## src/sv/vpcd_pkg.sv

```systemverilog
// Package with the result type and the command codes of the plot command decoder.
package vpcd_pkg;

  localparam int unsigned COLOR_TABLE_SIZE = 256;

  localparam logic [4:0] K_LINE   = 5'd0;
  localparam logic [4:0] K_MOVE   = 5'd1;
  localparam logic [4:0] K_STROKE = 5'd2;
  localparam logic [4:0] K_FILL   = 5'd3;
  localparam logic [4:0] K_COLOR  = 5'd4;
  localparam logic [4:0] K_BLACK  = 5'd5;
  localparam logic [4:0] K_DASH   = 5'd6;
  localparam logic [4:0] K_WIDTH  = 5'd7;
  localparam logic [4:0] K_GRAY   = 5'd8;
  localparam logic [4:0] K_RECT   = 5'd9;
  localparam logic [4:0] K_TEXTB  = 5'd10;
  localparam logic [4:0] K_TEXT   = 5'd11;
  localparam logic [4:0] K_SCALE  = 5'd12;
  localparam logic [4:0] K_IMGB   = 5'd13;
  localparam logic [4:0] K_IMGD   = 5'd14;
  localparam logic [4:0] K_IMGE   = 5'd15;
  localparam logic [4:0] K_END    = 5'd16;

  localparam logic [3:0] OP_IDLE  = 4'd0;
  localparam logic [3:0] OP_LINE  = 4'd1;
  localparam logic [3:0] OP_MOVE  = 4'd3;
  localparam logic [3:0] OP_COLOR = 4'd4;
  localparam logic [3:0] OP_TEXT  = 4'd5;
  localparam logic [3:0] OP_TSIZE = 4'd6;
  localparam logic [3:0] OP_STYLE = 4'd7;
  localparam logic [3:0] OP_PSIZE = 4'd8;
  localparam logic [3:0] OP_WIDTH = 4'd9;
  localparam logic [3:0] OP_POLY  = 4'd10;
  localparam logic [3:0] OP_RECT  = 4'd11;
  localparam logic [3:0] OP_ANGLE = 4'd12;
  localparam logic [3:0] OP_IMAGE = 4'd13;
  localparam logic [3:0] OP_SKIP  = 4'd14;

  localparam logic REG_COLOR_COUNT  = 1'b0;
  localparam logic REG_SCALE_ENABLE = 1'b1;

  typedef struct packed {
    logic [4:0]         kind;
    logic signed [15:0] pos_x;
    logic signed [15:0] pos_y;
    logic signed [15:0] extent_x;
    logic signed [15:0] extent_y;
    logic signed [19:0] value;
    logic [1:0]         byte_count;
    logic signed [15:0] angle;
  } res_t;

  typedef res_t [2:0] group_t;

endpackage

```

## src/sv/vector_plot_command_decoder.sv

```systemverilog
// Top level of the plot command decoder: configuration registers, decoder and result stage.
// A word is taken while in_ready is high; its results appear from the next cycle, one a cycle
// while out_ready is high. Throughput is then one word a cycle while each word gives at most
// one result; a word that gives two or three results holds the input until the single result
// port has handed them all out. Reset (rst_n low, synchronous) clears the parse state and
// restores color_count 8 and scale_enable 1.
module vector_plot_command_decoder (
  input  logic               clk,
  input  logic               rst_n,
  input  logic               in_valid,
  output logic               in_ready,
  input  logic signed [15:0] in_word,
  input  logic               in_record_end,
  output logic               out_valid,
  input  logic               out_ready,
  output logic [4:0]         out_kind,
  output logic signed [15:0] out_pos_x,
  output logic signed [15:0] out_pos_y,
  output logic signed [15:0] out_extent_x,
  output logic signed [15:0] out_extent_y,
  output logic signed [19:0] out_value,
  output logic [1:0]         out_byte_count,
  output logic signed [15:0] out_angle,
  output logic               out_last,
  input  logic               cfg_psel,
  input  logic               cfg_penable,
  input  logic               cfg_pwrite,
  input  logic [2:0]         cfg_paddr,
  input  logic [31:0]        cfg_pwdata,
  output logic [31:0]        cfg_prdata,
  output logic               cfg_pready
);

  logic [8:0]       ccount_r;
  logic             scale_r;
  logic             take;
  vpcd_pkg::group_t grp;
  logic [1:0]       grp_n;
  vpcd_pkg::res_t   res;
  logic             room;

  assign cfg_pready = 1'b1;
  assign take = in_valid && in_ready;
  assign in_ready = room;

  always_comb begin
    unique case (cfg_paddr[2])
      vpcd_pkg::REG_COLOR_COUNT:  cfg_prdata = {23'd0, ccount_r};
      vpcd_pkg::REG_SCALE_ENABLE: cfg_prdata = {31'd0, scale_r};
      default:                    cfg_prdata = 32'd0;
    endcase
  end

  always_ff @(posedge clk) begin
    if (!rst_n) begin
      ccount_r <= 9'd8;
      scale_r <= 1'b1;
    end else if (cfg_psel && cfg_penable && cfg_pwrite) begin
      if (cfg_paddr[2] == vpcd_pkg::REG_COLOR_COUNT) ccount_r <= cfg_pwdata[8:0];
      else scale_r <= cfg_pwdata[0];
    end
  end

  vpcd_decode u_dec (
    .clk(clk),
    .rst_n(rst_n),
    .take(take),
    .word(in_word),
    .record_end(in_record_end),
    .color_count(ccount_r),
    .scale_enable(scale_r),
    .grp(grp),
    .grp_n(grp_n)
  );

  vpcd_out u_out (
    .clk(clk),
    .rst_n(rst_n),
    .load(take && grp_n != 2'd0),
    .grp(grp),
    .grp_n(grp_n),
    .room(room),
    .out_valid(out_valid),
    .out_ready(out_ready),
    .res(res),
    .out_last(out_last)
  );

  assign out_kind = res.kind;
  assign out_pos_x = res.pos_x;
  assign out_pos_y = res.pos_y;
  assign out_extent_x = res.extent_x;
  assign out_extent_y = res.extent_y;
  assign out_value = res.value;
  assign out_byte_count = res.byte_count;
  assign out_angle = res.angle;

endmodule

```

## src/sv/vpcd_decode.sv

```systemverilog
// Plot word decoder: parse state and up to three results for each accepted word.
module vpcd_decode (
  input  logic                                 clk,
  input  logic                                 rst_n,
  input  logic                                 take,
  input  logic signed [15:0]                   word,
  input  logic                                 record_end,
  input  logic [8:0]                           color_count,
  input  logic                                 scale_enable,
  output vpcd_pkg::group_t                     grp,
  output logic [1:0]                           grp_n
);

  logic [3:0]         phase_r, phase_nxt, phase_inc;
  logic [3:0]         op_r, op_nxt;
  logic signed [15:0] hx_r, hx_nxt, hy_r, hy_nxt, hdx_r, hdx_nxt, hdy_r, hdy_nxt;
  logic [15:0]        skip_r, skip_nxt;
  logic [15:0]        tleft_r, tleft_nxt;
  logic signed [15:0] rot_r, rot_nxt;
  logic               fill_r, fill_nxt;
  logic [1:0]         gray_r, gray_nxt;
  logic               imode_r, imode_nxt, armed_r, armed_nxt;
  logic [31:0]        ileft_r, ileft_nxt;
  logic               pdone_r, pdone_nxt;

  logic               done;
  logic [1:0]         n;
  logic [8:0]         vc;
  logic [4:0]         ep_kind;
  logic [14:0]        wpos, dx;
  logic [27:0]        dprod;
  logic [14:0]        dq, drem_full;
  logic [4:0]         drem;
  logic [3:0]         dash;
  logic [18:0]        wid;
  logic signed [31:0] iprod;
  logic [31:0]        ibytes;
  logic [1:0]         tk;
  logic [15:0]        tl;

  function automatic vpcd_pkg::res_t mk(input logic [4:0] k, input logic signed [15:0] px,
                                        input logic signed [15:0] py,
                                        input logic signed [15:0] ex,
                                        input logic signed [15:0] ey,
                                        input logic signed [19:0] v, input logic [1:0] bc,
                                        input logic signed [15:0] ang);
    vpcd_pkg::res_t r;
    r.kind = k;
    r.pos_x = px;
    r.pos_y = py;
    r.extent_x = ex;
    r.extent_y = ey;
    r.value = v;
    r.byte_count = bc;
    r.angle = ang;
    return r;
  endfunction

  always_comb begin
    vc = (color_count < 9'(vpcd_pkg::COLOR_TABLE_SIZE)) ? color_count
                                                       : 9'(vpcd_pkg::COLOR_TABLE_SIZE);
    ep_kind = fill_r ? vpcd_pkg::K_FILL : vpcd_pkg::K_STROKE;
    wpos = word[15] ? 15'd0 : word[14:0];
    dx = (word[15] || word == 16'sd0) ? 15'd0 : (word[14:0] - 15'd1);
    dprod = 28'(dx) * 28'd6553;
    dq = 15'(dprod >> 16);
    drem_full = dx - 15'(dq * 15'd10);
    drem = drem_full[4:0];
    dash = (drem >= 5'd10) ? 4'(drem - 5'd10) : drem[3:0];
    wid = {wpos, 4'b0} - 19'(wpos);
    iprod = hdx_r * hdy_r;
    ibytes = (iprod > 32'sd0) ? (32'(iprod) + {iprod[30:0], 1'b0}) : 32'd0;
    phase_inc = phase_r + 4'd1;
  end

  always_comb begin
    phase_nxt = phase_r;
    op_nxt = op_r;
    hx_nxt = hx_r;
    hy_nxt = hy_r;
    hdx_nxt = hdx_r;
    hdy_nxt = hdy_r;
    skip_nxt = skip_r;
    tleft_nxt = tleft_r;
    rot_nxt = rot_r;
    fill_nxt = fill_r;
    gray_nxt = gray_r;
    imode_nxt = imode_r;
    armed_nxt = armed_r;
    ileft_nxt = ileft_r;
    pdone_nxt = pdone_r;
    done = 1'b0;
    n = 2'd0;
    grp = '0;
    tk = 2'd0;
    tl = 16'd0;
    if (pdone_r) begin
      n = 2'd0;
    end else if (imode_r) begin
      if (ileft_r != 32'd0) begin
        tk = (ileft_r < 32'd2) ? ileft_r[1:0] : 2'd2;
        grp[n] = mk(vpcd_pkg::K_IMGD, 16'sd0, 16'sd0, 16'sd0, 16'sd0,
                    (tk >= 2'd2) ? 20'(word[15:0]) : 20'(word[7:0]), tk, 16'sd0);
        n = n + 2'd1;
        ileft_nxt = ileft_r - 32'(tk);
      end
      if (record_end && ileft_nxt == 32'd0) begin
        grp[n] = mk(vpcd_pkg::K_IMGE, 16'sd0, 16'sd0, 16'sd0, 16'sd0, 20'sd0, 2'd0, 16'sd0);
        n = n + 2'd1;
        imode_nxt = 1'b0;
      end
    end else begin
      if (op_r == vpcd_pkg::OP_IDLE) begin
        phase_nxt = 4'd0;
        if (!word[15]) begin
          hx_nxt = word;
          op_nxt = vpcd_pkg::OP_LINE;
        end else if (word == -16'sd1) begin
          op_nxt = vpcd_pkg::OP_IDLE;
        end else if (word == -16'sd2) begin
          grp[n] = mk(vpcd_pkg::K_END, 16'sd0, 16'sd0, 16'sd0, 16'sd0, 20'sd0, 2'd0, 16'sd0);
          n = n + 2'd1;
          pdone_nxt = 1'b1;
        end else if (word >= -16'sd13) begin
          op_nxt = 4'(-word);
        end else begin
          op_nxt = vpcd_pkg::OP_SKIP;
        end
      end else begin
        phase_nxt = phase_inc;
        unique case (op_r)
          vpcd_pkg::OP_LINE: begin
            grp[n] = mk(vpcd_pkg::K_LINE, hx_r, word, 16'sd0, 16'sd0, 20'sd0, 2'd0, 16'sd0);
            n = n + 2'd1;
            done = 1'b1;
          end
          vpcd_pkg::OP_MOVE: begin
            if (phase_inc == 4'd2) hx_nxt = word;
            if (phase_inc >= 4'd3) begin
              grp[n] = mk(ep_kind, 16'sd0, 16'sd0, 16'sd0, 16'sd0, 20'sd0, 2'd0, 16'sd0);
              n = n + 2'd1;
              fill_nxt = 1'b0;
              grp[n] = mk(vpcd_pkg::K_MOVE, hx_r, word, 16'sd0, 16'sd0, 20'sd0, 2'd0,
                          16'sd0);
              n = n + 2'd1;
              done = 1'b1;
            end
          end
          vpcd_pkg::OP_COLOR: begin
            if (phase_inc >= 4'd2) begin
              grp[n] = mk(ep_kind, 16'sd0, 16'sd0, 16'sd0, 16'sd0, 20'sd0, 2'd0, 16'sd0);
              n = n + 2'd1;
              fill_nxt = 1'b0;
              if (!word[15] && word[14:0] < 15'(vc))
                grp[n] = mk(vpcd_pkg::K_COLOR, 16'sd0, 16'sd0, 16'sd0, 16'sd0, 20'(word),
                            2'd0, 16'sd0);
              else
                grp[n] = mk(vpcd_pkg::K_BLACK, 16'sd0, 16'sd0, 16'sd0, 16'sd0, 20'sd0,
                            2'd0, 16'sd0);
              n = n + 2'd1;
              done = 1'b1;
            end
          end
          vpcd_pkg::OP_TEXT: begin
            if (phase_inc == 4'd7) begin
              tl = {1'b0, wpos};
              tleft_nxt = tl;
              grp[n] = mk(vpcd_pkg::K_TEXTB, 16'sd0, 16'sd0, 16'sd0, 16'sd0, 20'(tl), 2'd0,
                          rot_r);
              n = n + 2'd1;
              if (tl == 16'd0) done = 1'b1;
            end else if (phase_inc >= 4'd8) begin
              tk = (tleft_r < 16'd2) ? tleft_r[1:0] : 2'd2;
              phase_nxt = 4'd8;
              grp[n] = mk(vpcd_pkg::K_TEXT, 16'sd0, 16'sd0, 16'sd0, 16'sd0,
                          (tk >= 2'd2) ? 20'(word[15:0]) : 20'(word[7:0]), tk, 16'sd0);
              n = n + 2'd1;
              tleft_nxt = tleft_r - 16'(tk);
              if (tleft_nxt == 16'd0) done = 1'b1;
            end
          end
          vpcd_pkg::OP_TSIZE: begin
            if (phase_inc >= 4'd3) done = 1'b1;
          end
          vpcd_pkg::OP_STYLE: begin
            if (phase_inc >= 4'd2) begin
              grp[n] = mk(ep_kind, 16'sd0, 16'sd0, 16'sd0, 16'sd0, 20'sd0, 2'd0, 16'sd0);
              n = n + 2'd1;
              fill_nxt = 1'b0;
              grp[n] = mk(vpcd_pkg::K_DASH, 16'sd0, 16'sd0, 16'sd0, 16'sd0, 20'(dash), 2'd0,
                          16'sd0);
              n = n + 2'd1;
              done = 1'b1;
            end
          end
          vpcd_pkg::OP_PSIZE: begin
            if (phase_inc >= 4'd2) begin
              if (scale_enable) begin
                grp[n] = mk(vpcd_pkg::K_SCALE, 16'sd0, 16'sd0, 16'sd0, 16'sd0, 20'(word),
                            2'd0, 16'sd0);
                n = n + 2'd1;
              end
              done = 1'b1;
            end
          end
          vpcd_pkg::OP_WIDTH: begin
            if (phase_inc >= 4'd2) begin
              grp[n] = mk(ep_kind, 16'sd0, 16'sd0, 16'sd0, 16'sd0, 20'sd0, 2'd0, 16'sd0);
              n = n + 2'd1;
              fill_nxt = 1'b0;
              grp[n] = mk(vpcd_pkg::K_WIDTH, 16'sd0, 16'sd0, 16'sd0, 16'sd0, 20'(wid), 2'd0,
                          16'sd0);
              n = n + 2'd1;
              done = 1'b1;
            end
          end
          vpcd_pkg::OP_POLY: begin
            if (phase_inc == 4'd2 && !word[15] && word <= 16'sd2) gray_nxt = word[1:0];
            if (phase_inc == 4'd5) hx_nxt = word;
            if (phase_inc >= 4'd6) begin
              grp[n] = mk(ep_kind, 16'sd0, 16'sd0, 16'sd0, 16'sd0, 20'sd0, 2'd0, 16'sd0);
              n = n + 2'd1;
              grp[n] = mk(vpcd_pkg::K_GRAY, 16'sd0, 16'sd0, 16'sd0, 16'sd0, 20'(gray_r),
                          2'd0, 16'sd0);
              n = n + 2'd1;
              grp[n] = mk(vpcd_pkg::K_MOVE, hx_r, word, 16'sd0, 16'sd0, 20'sd0, 2'd0,
                          16'sd0);
              n = n + 2'd1;
              fill_nxt = 1'b1;
              done = 1'b1;
            end
          end
          vpcd_pkg::OP_RECT: begin
            if (phase_inc == 4'd2) hx_nxt = word;
            if (phase_inc == 4'd3) hy_nxt = word;
            if (phase_inc == 4'd4) hdx_nxt = word;
            if (phase_inc == 4'd5) hdy_nxt = word;
            if (phase_inc >= 4'd6) begin
              if (!word[15] && word[14:0] < 15'(vc))
                grp[n] = mk(vpcd_pkg::K_RECT, hx_r, hy_r, hdx_r, hdy_r, 20'(word), 2'd0,
                            16'sd0);
              else
                grp[n] = mk(vpcd_pkg::K_RECT, hx_r, hy_r, hdx_r, hdy_r,
                            (vc != 9'd0) ? 20'(vc - 9'd1) : 20'sd0, 2'd0, 16'sd0);
              n = n + 2'd1;
              done = 1'b1;
            end
          end
          vpcd_pkg::OP_ANGLE: begin
            if (phase_inc >= 4'd2) begin
              rot_nxt = word;
              done = 1'b1;
            end
          end
          vpcd_pkg::OP_IMAGE: begin
            if (phase_inc == 4'd1) hdx_nxt = word;
            if (phase_inc == 4'd2) hdy_nxt = word;
            if (phase_inc == 4'd3) hx_nxt = word;
            if (phase_inc >= 4'd4) begin
              hy_nxt = word;
              ileft_nxt = ibytes;
              armed_nxt = 1'b1;
              grp[n] = mk(vpcd_pkg::K_IMGB, hx_r, word, hdx_r, hdy_r, 20'sd0, 2'd0, 16'sd0);
              n = n + 2'd1;
              done = 1'b1;
            end
          end
          default: begin
            if (phase_inc == 4'd1) begin
              if (word <= 16'sd0) done = 1'b1;
              else skip_nxt = 16'(word);
            end else begin
              phase_nxt = 4'd2;
              if (skip_r != 16'd0) skip_nxt = skip_r - 16'd1;
              if (skip_nxt == 16'd0) done = 1'b1;
            end
          end
        endcase
      end
      if (done) begin
        op_nxt = vpcd_pkg::OP_IDLE;
        phase_nxt = 4'd0;
      end
      if (record_end) begin
        op_nxt = vpcd_pkg::OP_IDLE;
        phase_nxt = 4'd0;
        skip_nxt = 16'd0;
        tleft_nxt = 16'd0;
        if (armed_nxt && !pdone_nxt) begin
          imode_nxt = 1'b1;
          armed_nxt = 1'b0;
        end
      end
    end
    grp_n = n;
  end

  always_ff @(posedge clk) begin
    if (!rst_n) begin
      phase_r <= 4'd0;
      op_r <= vpcd_pkg::OP_IDLE;
      hx_r <= 16'sd0;
      hy_r <= 16'sd0;
      hdx_r <= 16'sd0;
      hdy_r <= 16'sd0;
      skip_r <= 16'd0;
      tleft_r <= 16'd0;
      rot_r <= 16'sd0;
      fill_r <= 1'b0;
      gray_r <= 2'd0;
      imode_r <= 1'b0;
      armed_r <= 1'b0;
      ileft_r <= 32'd0;
      pdone_r <= 1'b0;
    end else if (take) begin
      phase_r <= phase_nxt;
      op_r <= op_nxt;
      hx_r <= hx_nxt;
      hy_r <= hy_nxt;
      hdx_r <= hdx_nxt;
      hdy_r <= hdy_nxt;
      skip_r <= skip_nxt;
      tleft_r <= tleft_nxt;
      rot_r <= rot_nxt;
      fill_r <= fill_nxt;
      gray_r <= gray_nxt;
      imode_r <= imode_nxt;
      armed_r <= armed_nxt;
      ileft_r <= ileft_nxt;
      pdone_r <= pdone_nxt;
    end
  end

  a_done_sticky: assert property (@(posedge clk) disable iff (!rst_n)
    $past(pdone_r) |-> pdone_r) else $error("plot end mark cleared");
  a_image_excl: assert property (@(posedge clk) disable iff (!rst_n)
    !(imode_r && armed_r)) else $error("image armed while in image mode");
  a_phase_range: assert property (@(posedge clk) disable iff (!rst_n)
    phase_r <= 4'd8) else $error("parse phase out of range");

endmodule

```

## src/sv/vpcd_out.sv

```systemverilog
// Result register holding one word's group of results and handing them out one by one.
module vpcd_out (
  input  logic             clk,
  input  logic             rst_n,
  input  logic             load,
  input  vpcd_pkg::group_t grp,
  input  logic [1:0]       grp_n,
  output logic             room,
  output logic             out_valid,
  input  logic             out_ready,
  output vpcd_pkg::res_t   res,
  output logic             out_last
);

  vpcd_pkg::group_t grp_r;
  logic [1:0]       cnt_r, cnt_nxt, idx_r, idx_nxt;
  logic             fire, fin;

  always_comb begin
    out_valid = cnt_r != 2'd0;
    out_last = idx_r == cnt_r - 2'd1;
    fire = out_valid && out_ready;
    fin = fire && out_last;
    room = !out_valid || fin;
    res = grp_r[idx_r];
    cnt_nxt = cnt_r;
    idx_nxt = idx_r;
    if (fin) begin
      cnt_nxt = 2'd0;
      idx_nxt = 2'd0;
    end else if (fire) begin
      idx_nxt = idx_r + 2'd1;
    end
    if (load) begin
      cnt_nxt = grp_n;
      idx_nxt = 2'd0;
    end
  end

  always_ff @(posedge clk) begin
    if (!rst_n) begin
      cnt_r <= 2'd0;
      idx_r <= 2'd0;
    end else begin
      cnt_r <= cnt_nxt;
      idx_r <= idx_nxt;
    end
  end

  always_ff @(posedge clk) begin
    if (load) grp_r <= grp;
  end

  a_idx_in: assert property (@(posedge clk) disable iff (!rst_n)
    out_valid |-> idx_r < cnt_r) else $error("result index beyond group");
  a_load_room: assert property (@(posedge clk) disable iff (!rst_n)
    load |-> room) else $error("group loaded over pending results");
  a_load_shows: assert property (@(posedge clk) disable iff (!rst_n)
    load |=> out_valid && idx_r == 2'd0) else $error("loaded group not presented");

endmodule

```

## config.mk

```make
export PLATFORM = sky130hd
export DESIGN_NAME = vector_plot_command_decoder
export DESIGN_NICKNAME = d
export VERILOG_FILES = /design/src/sv/vpcd_pkg.sv /design/src/sv/vector_plot_command_decoder.sv /design/src/sv/vpcd_decode.sv /design/src/sv/vpcd_out.sv
export SDC_FILE = /design/constraint.sdc
export NUM_CORES = 2
export LEC_CHECK = 0
export BUFFER_PORTS_ARGS = -buffer_cell sky130_fd_sc_hd__buf_2
export CORE_MARGIN = 1
export CORE_UTILIZATION = 60
export CTS_CLUSTER_SIZE = 25
export DETAILED_ROUTE_END_ITERATION = 6
export HOLD_SLACK_MARGIN = 0.05
export PLACE_DENSITY = 0.84
export SLEW_MARGIN = 15
export SYNTH_ARGS = -nofsm -noshare
export SYNTH_HDL_FRONTEND = slang
export SYNTH_SLANG_ARGS = --single-unit
```

## constraint.sdc

```tcl
create_clock -name clk -period 25.3 [get_ports clk]
set_input_delay 2.53 -clock clk [delete_from_list [all_inputs] [get_ports clk]]
set_output_delay 2.53 -clock clk [all_outputs]
set_load 0.01 [all_outputs]
```

==> flow_metrics.py <==
metrics = {
    "clocking": {
        "clkTransAtPathRegs_ns": 0.06,
        "cts_tree": "yes",
        "numCtsBuffers": 41,
        "cts_resized": 0,
        "postCtsSetupBuffers": 0,
        "cts_sinks": 365,
        "clockBufferDepth": 3,
        "htree_num_levels": 2,
        "hold_buffers": 0,
        "cts_root_buf": "clkbuf_16",
        "clock_latency_ns": 0.60,
    },
    "layout": {
        "drive_above_1_share_pct": 7.91,
        "final_nets": 4509,
        "diodes": 0,
        "area_growth_pct": 7.16,
    },
    "global_route": {
        "grt-ovfl-total": 0,
        "grt_pass1_wl_um": 147000,
        "grt_start_max_net_pins": 88,
        "grt_pass1_vias": 28000,
        "track_usage_pct": 31.2,
        "antenna_found_initial": 1,
    },
    "synthesis": {
        "yosysUniqueCellTypes": 96,
        "postSynth.asyncResetShare_pct": 0,
        "avgSynthCellArea_um2": 8.90,
        "synth_common_cells": "506 x inv_1, 365 x nand2_1, 317 x nor2_1, 305 x fa_1, 236 x and2_1",
        "synth_edf_count": 193,
        "syn_inst": 3879,
        "synth_top_area_cell": "fa_1",
        "synth.most_common_cell": "inv_1",
        "synth_ff_type": "edfxtp_1",
        "synth_top_area_share_pct": 17.7,
        "synth_seq_cells": 365,
        "synthTopCellsByArea": "fa_1 18%, edfxtp_1 17%, dfxtp_1 10%, ha_1 8.5%, inv_1 5.5%",
        "yosysSeqAreaShare_pct": 26.8,
        "yosys_warnings": 0,
        "synth_area_mm2": 0.0345,
    },
    "timing": {
        "period_minus_slack_ns": 11.08,
        "finalHoldViolations": 0,
        "rsz0062_at_grt": "no",
        "relSlewSlack_pct": 22.2,
        "setup_tns_ns": 0,
        "min_period_over_period_pct": 43.8,
        "tightest_slew_ns": 1.16,
        "max_freq_ghz": 0.0903,
        "drv_slew": 0,
        "fin_skew_ns": 0.0404,
        "finalSetupViolCount": 0,
    },
    "placement": {
        "hpwl_um": 65900,
        "io_buffers": 152,
        "place_congestion": 0.961,
    },
    "power": {
        "power.switching_mw": 0.569,
        "p_seq_share_pct": 37.3,
        "finalPower_mw": 1.74,
        "power.leakage_nw": 16.6,
        "pwr-share-comb_pct": 29.4,
        "p_per_area_mw_per_mm2": 47.0,
        "p_int_mw": 1.17,
        "clkPwrFrac_pct": 33.3,
        "p_sw_share_pct": 32.7,
        "vdd_drop_max_mv": 0.119,
    },
    "route": {
        "via_per_inst": 6.02,
        "drcViolationCount": 0,
        "drtPass1Iterations": 6,
        "wl_per_cell_um": 19.4,
        "wirelength_um": 90900,
        "drt_iter0_drc": 2732,
        "vias": 28300,
        "antenna_left": 0,
    },
    "run": {
        "drv_cap": 0,
    },
    "die": {
        "initial_utilization_pct": 61.0,
        "chipHeight_um": 242,
        "row_count": 87,
        "core_area_mm2": 0.0566,
        "ios": 202,
        "die-area_mm2": 0.0585,
        "fp.dieW_um": 242,
    },
    "outcome": {
        "status": "finished, final reports clean",
    },
    "setup_path": {
        "crit_fanout": 19,
        "crit_required_ns": 25.71,
        "critPathSlowestCell": "a41o_1",
        "end_kind": "register",
        "slowest_delay_ns": 0.73,
        "critPathKind": "primary input to register",
        "start_kind": "primary input",
        "crit_path_frequent_cell": "inv_1",
        "cp.arrival_ns": 11.48,
    },
    "hold_path": {
        "hold_class": "register to register",
    },
}
-- metal layers --
metal,vias to the layer above,share of wire [%],global-route usage (%)
met4,2,4.6,13.2
met5,-,0.015,0
met3,250,8.4,4.28
met2,1341,48,52.4
met1,13700,39,40.6
li1,13000,-,-
-- worst paths after layout --
path	startpoint	endpoint	slack [ns]	cells past startpoint
max reg2reg	u_dec.hdx_r[6]$_SDFFE_PN0P_	u_dec.ileft_r[31]$_SDFFE_PN0P_	16.25	29
min	u_out.cnt_r[1]$_SDFFE_PN0P_	u_out.cnt_r[1]$_SDFFE_PN0P_	0.48	2
max	in_word[1]	u_out.grp_r[127]$_SDFFCE_PP0P_	14.22	33
min reg2reg	u_out.cnt_r[1]$_SDFFE_PN0P_	u_out.cnt_r[1]$_SDFFE_PN0P_	0.48	2
-- critical path, delay by kind of cell --
| family | cells | cell delay (ns) |
|---|---|---|
| compound gates | 7 | 2.05 |
| xor+xnor | 3 | 0.87 |
| fa+ha+maj | 9 | 3.41 |
| buf+inv | 8 | 1.00 |
| mux | 1 | 0.29 |
| simple gates | 5 | 1.29 |
-- per-stage QoR --
step / setup WS [ns] / instances / utilization [%] / instance area, um^2 / hold slack, ns
floorplan: 10.10 / 3904 / - / 34600 / 0.437
global placement: 13.94 / 4624 / 63.1 / 35700 / 0.457
detailed placement: 13.83 / 4624 / 63.1 / 35700 / 0.464
CTS: 14.36 / 4699 / 65.4 / 37000 / 0.478
global route: 13.81 / 4699 / 65.4 / 37000 / 0.496
finish: 14.22 / 4699 / 65.4 / 37000 / 0.480
-- cells by family (layout without fill, tap and decap cells) --
group                    count (synthesis)  count (layout)  synth area share (%)
adder cells (fa/ha/maj)                540             540                  26.2
XOR/XNOR                               133             133                  3.41
AO/OA/AOI/OAI                          604             604                  11.5
AND/OR/NAND/NOR                       1362            1362                  19.8
other                                    2              27                0.0217
flip-flops                             365             365                  26.8
multiplexers                           137             137                  3.99
buffers and inverters                  736             775                  8.35
-- sequential cells by signal (all words and copies together), names as in the netlist, 4 cells and up --
register       flops
u_dec.hx_r        16
u_dec.hy_r        16
u_dec.ileft_r     32
u_dec.rot_r       16
u_dec.tleft_r     16
ccount_r           9
u_out.grp_r      193
u_dec.hdy_r       16
u_dec.hdx_r       16
u_dec.skip_r      16
u_dec.op_r         4
u_dec.phase_r      4
-- cells in the final DEF, fill, tap and decap left out, types with 18 or more instances in the layout --
cell       instances
a21o_1            43
a21oi_1          134
a22oi_1           46
a31oi_1           20
and2_1           236
and3_1            75
buf_2            152
buf_4             40
clkbuf_16         41
conb_1            27
dfxtp_1          170
edfxtp_1         193
fa_1             305
ha_1             234
inv_1            505
mux2i_1          132
nand2_1          365
nand2b_1          35
nand3_1           51
nand3b_1          18
nand4_1           28
nor2_1           315
nor2b_1           29
nor3_1            75
nor4_1            34
o21ai_0          159
o31ai_1           22
or3_1             31
xnor2_1           82
xor2_1            50
-- power by group through the flow --
stage	logic (mW)	clock network, mW	registers (mW)
3_3_place_gp	0.478	0	0.660
2_1_floorplan	0.386	0	0.662
4_1_cts	0.505	0.581	0.648
5_1_grt	0.564	0.604	0.650
3_5_place_dp	0.494	0	0.660
6_report	0.512	0.578	0.648
-- final cells by class --
type	count	area, um^2
sequential	365	9240
clock inverter	22	183
clock buffer	53	1110
multi-input combinational	2803	22600
timing repair buffer	192	1060
inverter	508	1910
tap	756	946
fill	4527	19600
Power figures use the tool's default switching activity.
